**src/hdl/b64e_pkg.sv**
```systemverilog
// Shared types, constants and the alphabet mapping for the base64 line encoder.
`timescale 1ns / 1ps
package b64e_pkg;

  localparam int MAX_CHARS   = 6;
  localparam int QUEUE_DEPTH = 2;
  localparam int QPTR_W      = 1;

  localparam logic [6:0] LINE_LIMIT = 7'd76;
  localparam logic [6:0] GROUP_LEN  = 7'd4;
  localparam logic [6:0] CHAR_CR    = 7'd13;
  localparam logic [6:0] CHAR_LF    = 7'd10;
  localparam logic [6:0] CHAR_PAD   = 7'd61;

  localparam logic [2:0] CNT_GROUP  = 3'd4;
  localparam logic [2:0] CNT_BREAK  = 3'd6;

  // One burst of characters produced by a single input byte.
  typedef struct packed {
    logic [MAX_CHARS-1:0][6:0] chars;
    logic [2:0]                count;
    logic                      last;
  } job_t;

  // Standard alphabet: A-Z, a-z, 0-9, '+', '/'.
  function automatic logic [6:0] b64_sym(input logic [5:0] v);
    logic [6:0] w;
    w = {1'b0, v};
    if (v < 6'd26)       return w + 7'd65;
    else if (v < 6'd52)  return w + 7'd71;
    else if (v < 6'd62)  return w - 7'd4;
    else if (v == 6'd62) return 7'd43;
    else                 return 7'd47;
  endfunction

endpackage

```
**src/hdl/b64e_byte_if.sv**
```systemverilog
// Byte input channel: valid/ready with one raw byte and its end flag.
`timescale 1ns / 1ps
interface b64e_byte_if;
  logic       valid;
  logic       ready;
  logic [7:0] data_byte;
  logic       end_of_message;

  modport source (output valid, data_byte, end_of_message, input ready);
  modport sink   (input valid, data_byte, end_of_message, output ready);
endinterface

```
**src/hdl/b64e_char_if.sv**
```systemverilog
// Character output channel: valid/ready with one ASCII code and its end flag.
`timescale 1ns / 1ps
interface b64e_char_if;
  logic       valid;
  logic       ready;
  logic [6:0] out_char;
  logic       last_char;

  modport source (output valid, out_char, last_char, input ready);
  modport sink   (input valid, out_char, last_char, output ready);
endinterface

```
**src/hdl/b64e_front.sv**
```systemverilog
// Front end: accepts bytes, tracks group and line state, builds character bursts.
`timescale 1ns / 1ps
module b64e_front (
  input  logic           clk,
  input  logic           rst,
  b64e_byte_if.sink      bytes,
  input  logic           full,
  output logic           push,
  output b64e_pkg::job_t job
);
  import b64e_pkg::*;

  logic [15:0] pending;
  logic [1:0]  phase;
  logic [6:0]  line_chars;

  logic [15:0] pending_next;
  logic [1:0]  phase_next;
  logic [6:0]  line_chars_next;

  logic [7:0]  first;
  logic [7:0]  second;
  logic [7:0]  b;
  logic        eom;
  logic        accept;
  logic [6:0]  line_sum;
  logic        brk;

  assign bytes.ready = !full;
  assign accept      = bytes.valid && !full;
  assign first       = pending[15:8];
  assign second      = pending[7:0];
  assign b           = bytes.data_byte;
  assign eom         = bytes.end_of_message;
  assign line_sum    = line_chars + GROUP_LEN;
  assign brk         = line_sum >= LINE_LIMIT;

  always_comb begin
    job             = '0;
    job.last        = eom;
    job.count       = CNT_GROUP;
    push            = 1'b0;
    pending_next    = pending;
    phase_next      = phase;
    line_chars_next = line_chars;
    case (phase)
      2'd2: begin
        push          = accept;
        job.chars[0]  = b64_sym(first[7:2]);
        job.chars[1]  = b64_sym({first[1:0], second[7:4]});
        job.chars[2]  = b64_sym({second[3:0], b[7:6]});
        job.chars[3]  = b64_sym(b[5:0]);
        job.chars[4]  = CHAR_CR;
        job.chars[5]  = CHAR_LF;
        job.count     = brk ? CNT_BREAK : CNT_GROUP;
        pending_next  = '0;
        phase_next    = 2'd0;
        line_chars_next = brk ? 7'd0 : line_sum;
      end
      2'd1: begin
        push          = accept && eom;
        job.chars[0]  = b64_sym(first[7:2]);
        job.chars[1]  = b64_sym({first[1:0], b[7:4]});
        job.chars[2]  = b64_sym({b[3:0], 2'b00});
        job.chars[3]  = CHAR_PAD;
        pending_next  = {first, b};
        phase_next    = 2'd2;
      end
      default: begin
        // phase 3 never arises; handled like an empty group
        push          = accept && eom;
        job.chars[0]  = b64_sym(b[7:2]);
        job.chars[1]  = b64_sym({b[1:0], 4'b0000});
        job.chars[2]  = CHAR_PAD;
        job.chars[3]  = CHAR_PAD;
        pending_next  = {b, 8'h00};
        phase_next    = 2'd1;
      end
    endcase
    if (eom) begin
      pending_next    = '0;
      phase_next      = 2'd0;
      line_chars_next = '0;
    end
  end

  always_ff @(posedge clk) begin
    if (rst) begin
      pending    <= '0;
      phase      <= '0;
      line_chars <= '0;
    end else if (accept) begin
      pending    <= pending_next;
      phase      <= phase_next;
      line_chars <= line_chars_next;
    end
  end

  a_phase_range: assert property (@(posedge clk) disable iff (rst) phase != 2'd3)
    else $error("group phase left its range");
  a_line_range: assert property (@(posedge clk) disable iff (rst) line_chars < LINE_LIMIT)
    else $error("line count reached the limit without a break");
  a_push_full: assert property (@(posedge clk) disable iff (rst) push |-> !full)
    else $error("burst pushed into a full queue");

endmodule

```
**src/hdl/b64e_queue.sv**
```systemverilog
// Two-entry queue of character bursts between front and back ends.
`timescale 1ns / 1ps
module b64e_queue (
  input  logic           clk,
  input  logic           rst,
  input  logic           push,
  input  b64e_pkg::job_t wr_job,
  input  logic           pop,
  output logic           full,
  output logic           not_empty,
  output b64e_pkg::job_t head
);
  import b64e_pkg::*;

  job_t              mem [QUEUE_DEPTH];
  logic [QPTR_W-1:0] wr_ptr;
  logic [QPTR_W-1:0] rd_ptr;
  logic [QPTR_W:0]   fill;

  assign full      = fill == (QPTR_W+1)'(QUEUE_DEPTH);
  assign not_empty = fill != '0;
  assign head      = mem[rd_ptr];

  always_ff @(posedge clk) begin
    if (push) begin
      mem[wr_ptr] <= wr_job;
    end
  end

  always_ff @(posedge clk) begin
    if (rst) begin
      wr_ptr <= '0;
      rd_ptr <= '0;
      fill   <= '0;
    end else begin
      if (push) wr_ptr <= wr_ptr + 1'b1;
      if (pop)  rd_ptr <= rd_ptr + 1'b1;
      if (push && !pop)      fill <= fill + 1'b1;
      else if (pop && !push) fill <= fill - 1'b1;
    end
  end

endmodule

```
**src/hdl/b64e_back.sv**
```systemverilog
// Back end: walks the head burst one character per cycle into the output register while the output is not stalled.
`timescale 1ns / 1ps
module b64e_back (
  input  logic           clk,
  input  logic           rst,
  input  logic           not_empty,
  input  b64e_pkg::job_t head,
  output logic           pop,
  b64e_char_if.source    chars
);
  import b64e_pkg::*;

  logic [2:0] idx;
  logic       out_valid;
  logic [6:0] out_char;
  logic       out_last;
  logic       load;
  logic       at_end;

  assign load   = not_empty && (!out_valid || chars.ready);
  assign at_end = idx == head.count - 3'd1;
  assign pop    = load && at_end;

  assign chars.valid     = out_valid;
  assign chars.out_char  = out_char;
  assign chars.last_char = out_last;

  always_ff @(posedge clk) begin
    if (rst) begin
      idx       <= '0;
      out_valid <= 1'b0;
    end else if (load) begin
      out_valid <= 1'b1;
      idx       <= at_end ? 3'd0 : idx + 3'd1;
    end else if (chars.ready) begin
      out_valid <= 1'b0;
    end
  end

  always_ff @(posedge clk) begin
    if (load) begin
      out_char <= head.chars[idx];
      out_last <= head.last && at_end;
    end
  end

  a_idx_in_burst: assert property (@(posedge clk) disable iff (rst)
      not_empty |-> idx < head.count)
    else $error("character index past end of burst");
  a_burst_len: assert property (@(posedge clk) disable iff (rst)
      not_empty |-> (head.count == CNT_GROUP || head.count == CNT_BREAK))
    else $error("burst length is neither a group nor a group with a break");
  a_idx_idle: assert property (@(posedge clk) disable iff (rst)
      !not_empty |-> idx == 3'd0)
    else $error("index not rewound while the queue is empty");

endmodule

```
**src/hdl/base64_line_wrapped_encoder.sv**
```systemverilog
// Top level of the base64 encoder with CR LF every 76 characters.
// Bytes enter on the bytes channel and the encoded ASCII stream leaves on the chars channel,
// one character per transaction; last_char flags the final character of a message. A byte is
// taken in the cycle it is offered whenever the two-entry burst queue has room, so bytes that
// only fill a group go through back to back. A byte that completes a group (or ends the
// message) queues a burst of 4 characters, or 6 with a line break, and the output register
// drains one character per cycle while chars.ready is high, so the sustained pace is set by
// that single character port. The first character of a burst is written into the queue and
// then into the output register on its way to the chars port.
`timescale 1ns / 1ps
module base64_line_wrapped_encoder (
  input  logic        clk,
  input  logic        rst,
  b64e_byte_if.sink   bytes,
  b64e_char_if.source chars
);
  import b64e_pkg::*;

  logic full;
  logic push;
  logic pop;
  logic not_empty;
  job_t wr_job;
  job_t head;

  b64e_front u_front (
    .clk   (clk),
    .rst   (rst),
    .bytes (bytes),
    .full  (full),
    .push  (push),
    .job   (wr_job)
  );

  b64e_queue u_queue (
    .clk       (clk),
    .rst       (rst),
    .push      (push),
    .wr_job    (wr_job),
    .pop       (pop),
    .full      (full),
    .not_empty (not_empty),
    .head      (head)
  );

  b64e_back u_back (
    .clk       (clk),
    .rst       (rst),
    .not_empty (not_empty),
    .head      (head),
    .pop       (pop),
    .chars     (chars)
  );

endmodule
```
**src/flat_wrapper.sv**
```systemverilog
// flat-port wrapper written by rule: the top's interface ports become plain ports
module base64_line_wrapped_encoder_flat import b64e_pkg::*;
  (clk, rst, bytes_valid, bytes_data_byte, bytes_end_of_message, bytes_ready, chars_valid, chars_out_char, chars_last_char, chars_ready);
  b64e_byte_if bytes_i ();
  b64e_char_if chars_i ();
  input  logic clk;
  input  logic rst;
  input wire logic [$bits(bytes_i.valid)-1:0] bytes_valid;
  input wire logic [$bits(bytes_i.data_byte)-1:0] bytes_data_byte;
  input wire logic [$bits(bytes_i.end_of_message)-1:0] bytes_end_of_message;
  output wire logic [$bits(bytes_i.ready)-1:0] bytes_ready;
  output wire logic [$bits(chars_i.valid)-1:0] chars_valid;
  output wire logic [$bits(chars_i.out_char)-1:0] chars_out_char;
  output wire logic [$bits(chars_i.last_char)-1:0] chars_last_char;
  input wire logic [$bits(chars_i.ready)-1:0] chars_ready;
  assign bytes_i.valid = bytes_valid;
  assign bytes_i.data_byte = bytes_data_byte;
  assign bytes_i.end_of_message = bytes_end_of_message;
  assign bytes_ready = bytes_i.ready;
  assign chars_valid = chars_i.valid;
  assign chars_out_char = chars_i.out_char;
  assign chars_last_char = chars_i.last_char;
  assign chars_i.ready = chars_ready;
  base64_line_wrapped_encoder u_core (.clk(clk), .rst(rst), .bytes(bytes_i), .chars(chars_i));
endmodule
```
**config.mk**
```make
export PLATFORM = sky130hd
export DESIGN_NAME = base64_line_wrapped_encoder_flat
export DESIGN_NICKNAME = d
export VERILOG_FILES = /design/src/hdl/b64e_pkg.sv /design/src/hdl/b64e_byte_if.sv /design/src/hdl/b64e_char_if.sv /design/src/hdl/b64e_front.sv /design/src/hdl/b64e_queue.sv /design/src/hdl/b64e_back.sv /design/src/hdl/base64_line_wrapped_encoder.sv /design/src/flat_wrapper.sv
export SDC_FILE = /design/constraint.sdc
export NUM_CORES = 1
export LEC_CHECK = 0
export ABC_AREA = 1
export BUFFER_PORTS_ARGS = -buffer_cell sky130_fd_sc_hd__buf_4
export CORE_MARGIN = 4
export CORE_UTILIZATION = 40
export CTS_BUF_LIST = sky130_fd_sc_hd__clkbuf_16
export DETAILED_ROUTE_END_ITERATION = 7
export MAX_ROUTING_LAYER = met4
export PLACE_DENSITY = 0.66
export SLEW_MARGIN = 15
export SYNTH_ARGS = -nofsm -noshare
export SYNTH_HDL_FRONTEND = slang
export SYNTH_HIERARCHICAL = 1
export SYNTH_SLANG_ARGS = --single-unit
```
**constraint.sdc**
```tcl
create_clock -name clk -period 3.3 [get_ports clk]
set_clock_uncertainty 0.15 [all_clocks]
set_input_delay 0.33 -clock clk [delete_from_list [all_inputs] [get_ports clk]]
set_output_delay 0.33 -clock clk [all_outputs]
set_load 0.01 [all_outputs]
```
==> results_dict.tcl <==
set metrics [dict create \
    grtUsageTotal 0.181 \
    grt_pass1_wl_um 33300 \
    criticalPathCategory "reg2reg" \
    critPathLaunchType "flop" \
    die_w_um 155 \
    tritoncts "done" \
    cts.sinks 132 \
    num_io_pins 23 \
    rows 53 \
    crit_path_max_fanout 16 \
    dp_cells 1265 \
    die_y_um 155 \
    core-area_mm2 0.0211 \
    synth_largest_area_cell "edfxtp_1" \
    drive_above_1_share 0.146 \
    cts_hold_buf 0 \
    ys_seq_elements 132 \
    min_from "bytes_end_of_message" \
    drc 0 \
    finalHoldViolCount 0 \
    final_cells 1297 \
    cts-root-buf "clkbuf_16" \
    setup_ws_ns 0.649 \
    wire_per_inst_um 16.0 \
    num_vias 6795 \
    diodes 0 \
    ant_nets 0 \
    min-delay-path-class "in2reg" \
    synth_edf_count 100 \
    reg2reg_slack_ns 0.65 \
    synth_commonest_cells "249 x nand2_1, 100 x edfxtp_1, 97 x inv_1" \
    via_per_inst 5.24 \
    synth_cells 998 \
    wirelength_um 20800 \
    cts.path.max_buffers 2 \
    crit_path_end_kind "flop" \
    syn_avg_cell_area_um2 8.63 \
    synth_top_area_share 0.349 \
    leakage_nw 4.00 \
    cts-resized-gates 0 \
    tightest_slew_ns 0.587 \
    grt_max_degree 28 \
    setup_violations 0 \
    min_period_ns 2.65 \
    h-tree-depth 4 \
    pre_cts_ws_ns 0.725 \
    area_growth_syn_to_layout_pct 10.1 \
    slew_headroom 0.607 \
    antenna_found_initial 0 \
    hold_ws_ns 0.0438 \
    maxCapViolCount 0 \
    post_cts.repair.setup_buffers 0 \
    whs_endpoint "u_core/u_queue/mem[0][0]$_DFFE_PP_" \
    status "finished, final reports clean" \
    synth_flop_cell "edfxtp_1" \
    cts_made_buffers 17 \
    synthDistinctLibCells 47 \
    dpl_cell_area_mm2 0.00891 \
    detailed_place_hpwl_um 15400 \
    synthTopCellsByArea "edfxtp_1 35%, nand2_1 11%, dfxtp_1 7.4%, mux2_4 7.0%, ha_1 5.7%" \
    ys_warn_count 6 \
    seq_area_frac_synth 0.423 \
    drt_first_pass_iters 7 \
    cts.clk_slew.worst_paths_ns 0.06 \
    syn-cell-area_mm2 0.00861 \
    p_per_area_mw_per_mm2 580 \
    start_util 0.408 \
    place.gp.congestion 0.932 \
    nets 1061 \
    port_buffers 22 \
    finalCritPeriodShare 0.803 \
    grt_pass1_vias 6241 \
    rr_worst_depth 7 \
    design_area_mm2 0.00948 \
    grt_overflow 0 \
    rsz0062_at_grt "false" \
    critPathLaunch "u_core/u_front/phase[0]$_SDFFE_PP0P_" \
    peakVddDrop_v 0.000324 \
    nFillCells 2071 \
    final.setup.tns_ns 0 \
    ys_async_sr_fraction 0 \
    drtIter0Drc 477 \
    critPathArrivalTime_ns 2.68 \
    r2r_start "u_core/u_front/phase[0]$_SDFFE_PP0P_" \
    timing.rr.end "u_core/u_queue/mem[0][8]$_DFFE_PP_" \
    required_ns 3.33 \
    clkLatencyLatePin_ns 0.42 \
    clock.fmax_mhz 377 \
    slew_viol_final 0 \
    dieArea_mm2 0.0239 \
    yosysMostFrequentCell "nand2_1" \
    whs_path_depth 1 \
]
-- logic make-up after synthesis --
logic type	Yosys count	synth area share
simple gates	439	0.220
compound gates	155	0.104
mux	46	0.0776
fa+ha+maj	39	0.0567
flops	132	0.423
xor+xnor	22	0.0224
other cells	2	0.000872
buf+inv	163	0.0953
-- cell type report --
type,instances,area (um2),area share
clock buffers,17,425,0.0449
clock inverters,15,143,0.0150
inverters,112,428,0.0451
multi-input cells,712,4190,0.442
flip-flops and latches,132,3640,0.385
well taps,275,344,0.0363
repair buffers,34,305,0.0322
-- metrics by stage --
stage	util	power, W
after global routing	0.449	0.00579
after global placement	0.423	0.00370
final	0.449	0.00550
after CTS	0.449	0.00553
after floorplan	-	0.00331
after detailed placement	0.423	0.00373
-- where the power goes --
part / leakage [nW] / internal (W) / switching [W] / total (W)
registers: 1.18 / 0.00206 / 0.0000805 / 0.00214
logic: 2.56 / 0.000577 / 0.000976 / 0.00155
clock network: 0.271 / 0.00105 / 0.000750 / 0.00180
-- state kept, by name, summed over array words and instances, names as in the netlist, 2 cells and up, named ones only --
register                      flops
u_core/u_queue/mem               92
u_core/u_front/pending           16
u_core/u_back/chars.out_char      7
u_core/u_front/line_chars         5
u_core/u_back/idx                 3
u_core/u_front/phase              2
u_core/u_queue/fill               2
-- worst max path at each step --
| stage | to | slack, ns |
|---|---|---|
| floorplan | u_core/u_queue/mem[0][0]$_DFFE_PP_ | 0.41 |
| global placement | u_core/u_queue/mem[0][10]$_DFFE_PP_ | 0.71 |
| detailed placement | u_core/u_queue/mem[1][10]$_DFFE_PP_ | 0.73 |
| CTS | u_core/u_queue/mem[1][10]$_DFFE_PP_ | 0.68 |
| global route | u_core/u_queue/mem[1][10]$_DFFE_PP_ | 0.54 |
| finish | u_core/u_queue/mem[0][8]$_DFFE_PP_ | 0.65 |
-- critical path: stages (launching register included) --
cell and delay (ns):
dfxtp_1 0.36, inv_1 0.07, ha_1 0.53, nor2_1 0.57, nor2_1 0.21, inv_2 0.14, nand2_1 0.05, o21ai_0 0.32
-- placed cells by master, fill, tap and decap left out, drive strengths merged, types with 2 or more instances in the layout --
| cell type | n |
|---|---|
| xnor2 | 5 |
| a31oi | 2 |
| nor2 | 89 |
| mux2 | 46 |
| buf | 34 |
| inv | 116 |
| o31ai | 2 |
| o21bai | 4 |
| clkbuf | 17 |
| edfxtp | 100 |
| clkinv | 7 |
| clkinvlp | 3 |
| nand4 | 7 |
| nor3 | 9 |
| a22oi | 7 |
| nand3 | 77 |
| a211oi | 2 |
| a21oi | 47 |
| ha | 39 |
| dfxtp | 32 |
| o21ai | 60 |
| o21a | 7 |
| xor2 | 17 |
| o22ai | 7 |
| o211ai | 13 |
| nand2 | 256 |
| conb | 11 |
-- layer usage --
layer,part of all wire,wire [um],up-vias,track usage
met2,0.46,9620,209,0.275
met4,0.018,383,0,0.0526
met1,0.46,9610,3202,0.244
met5,0,0,-,-
li1,-,-,3350,-
met3,0.056,1170,34,0.0386
Note: power is estimated with default switching activity, not from simulation.
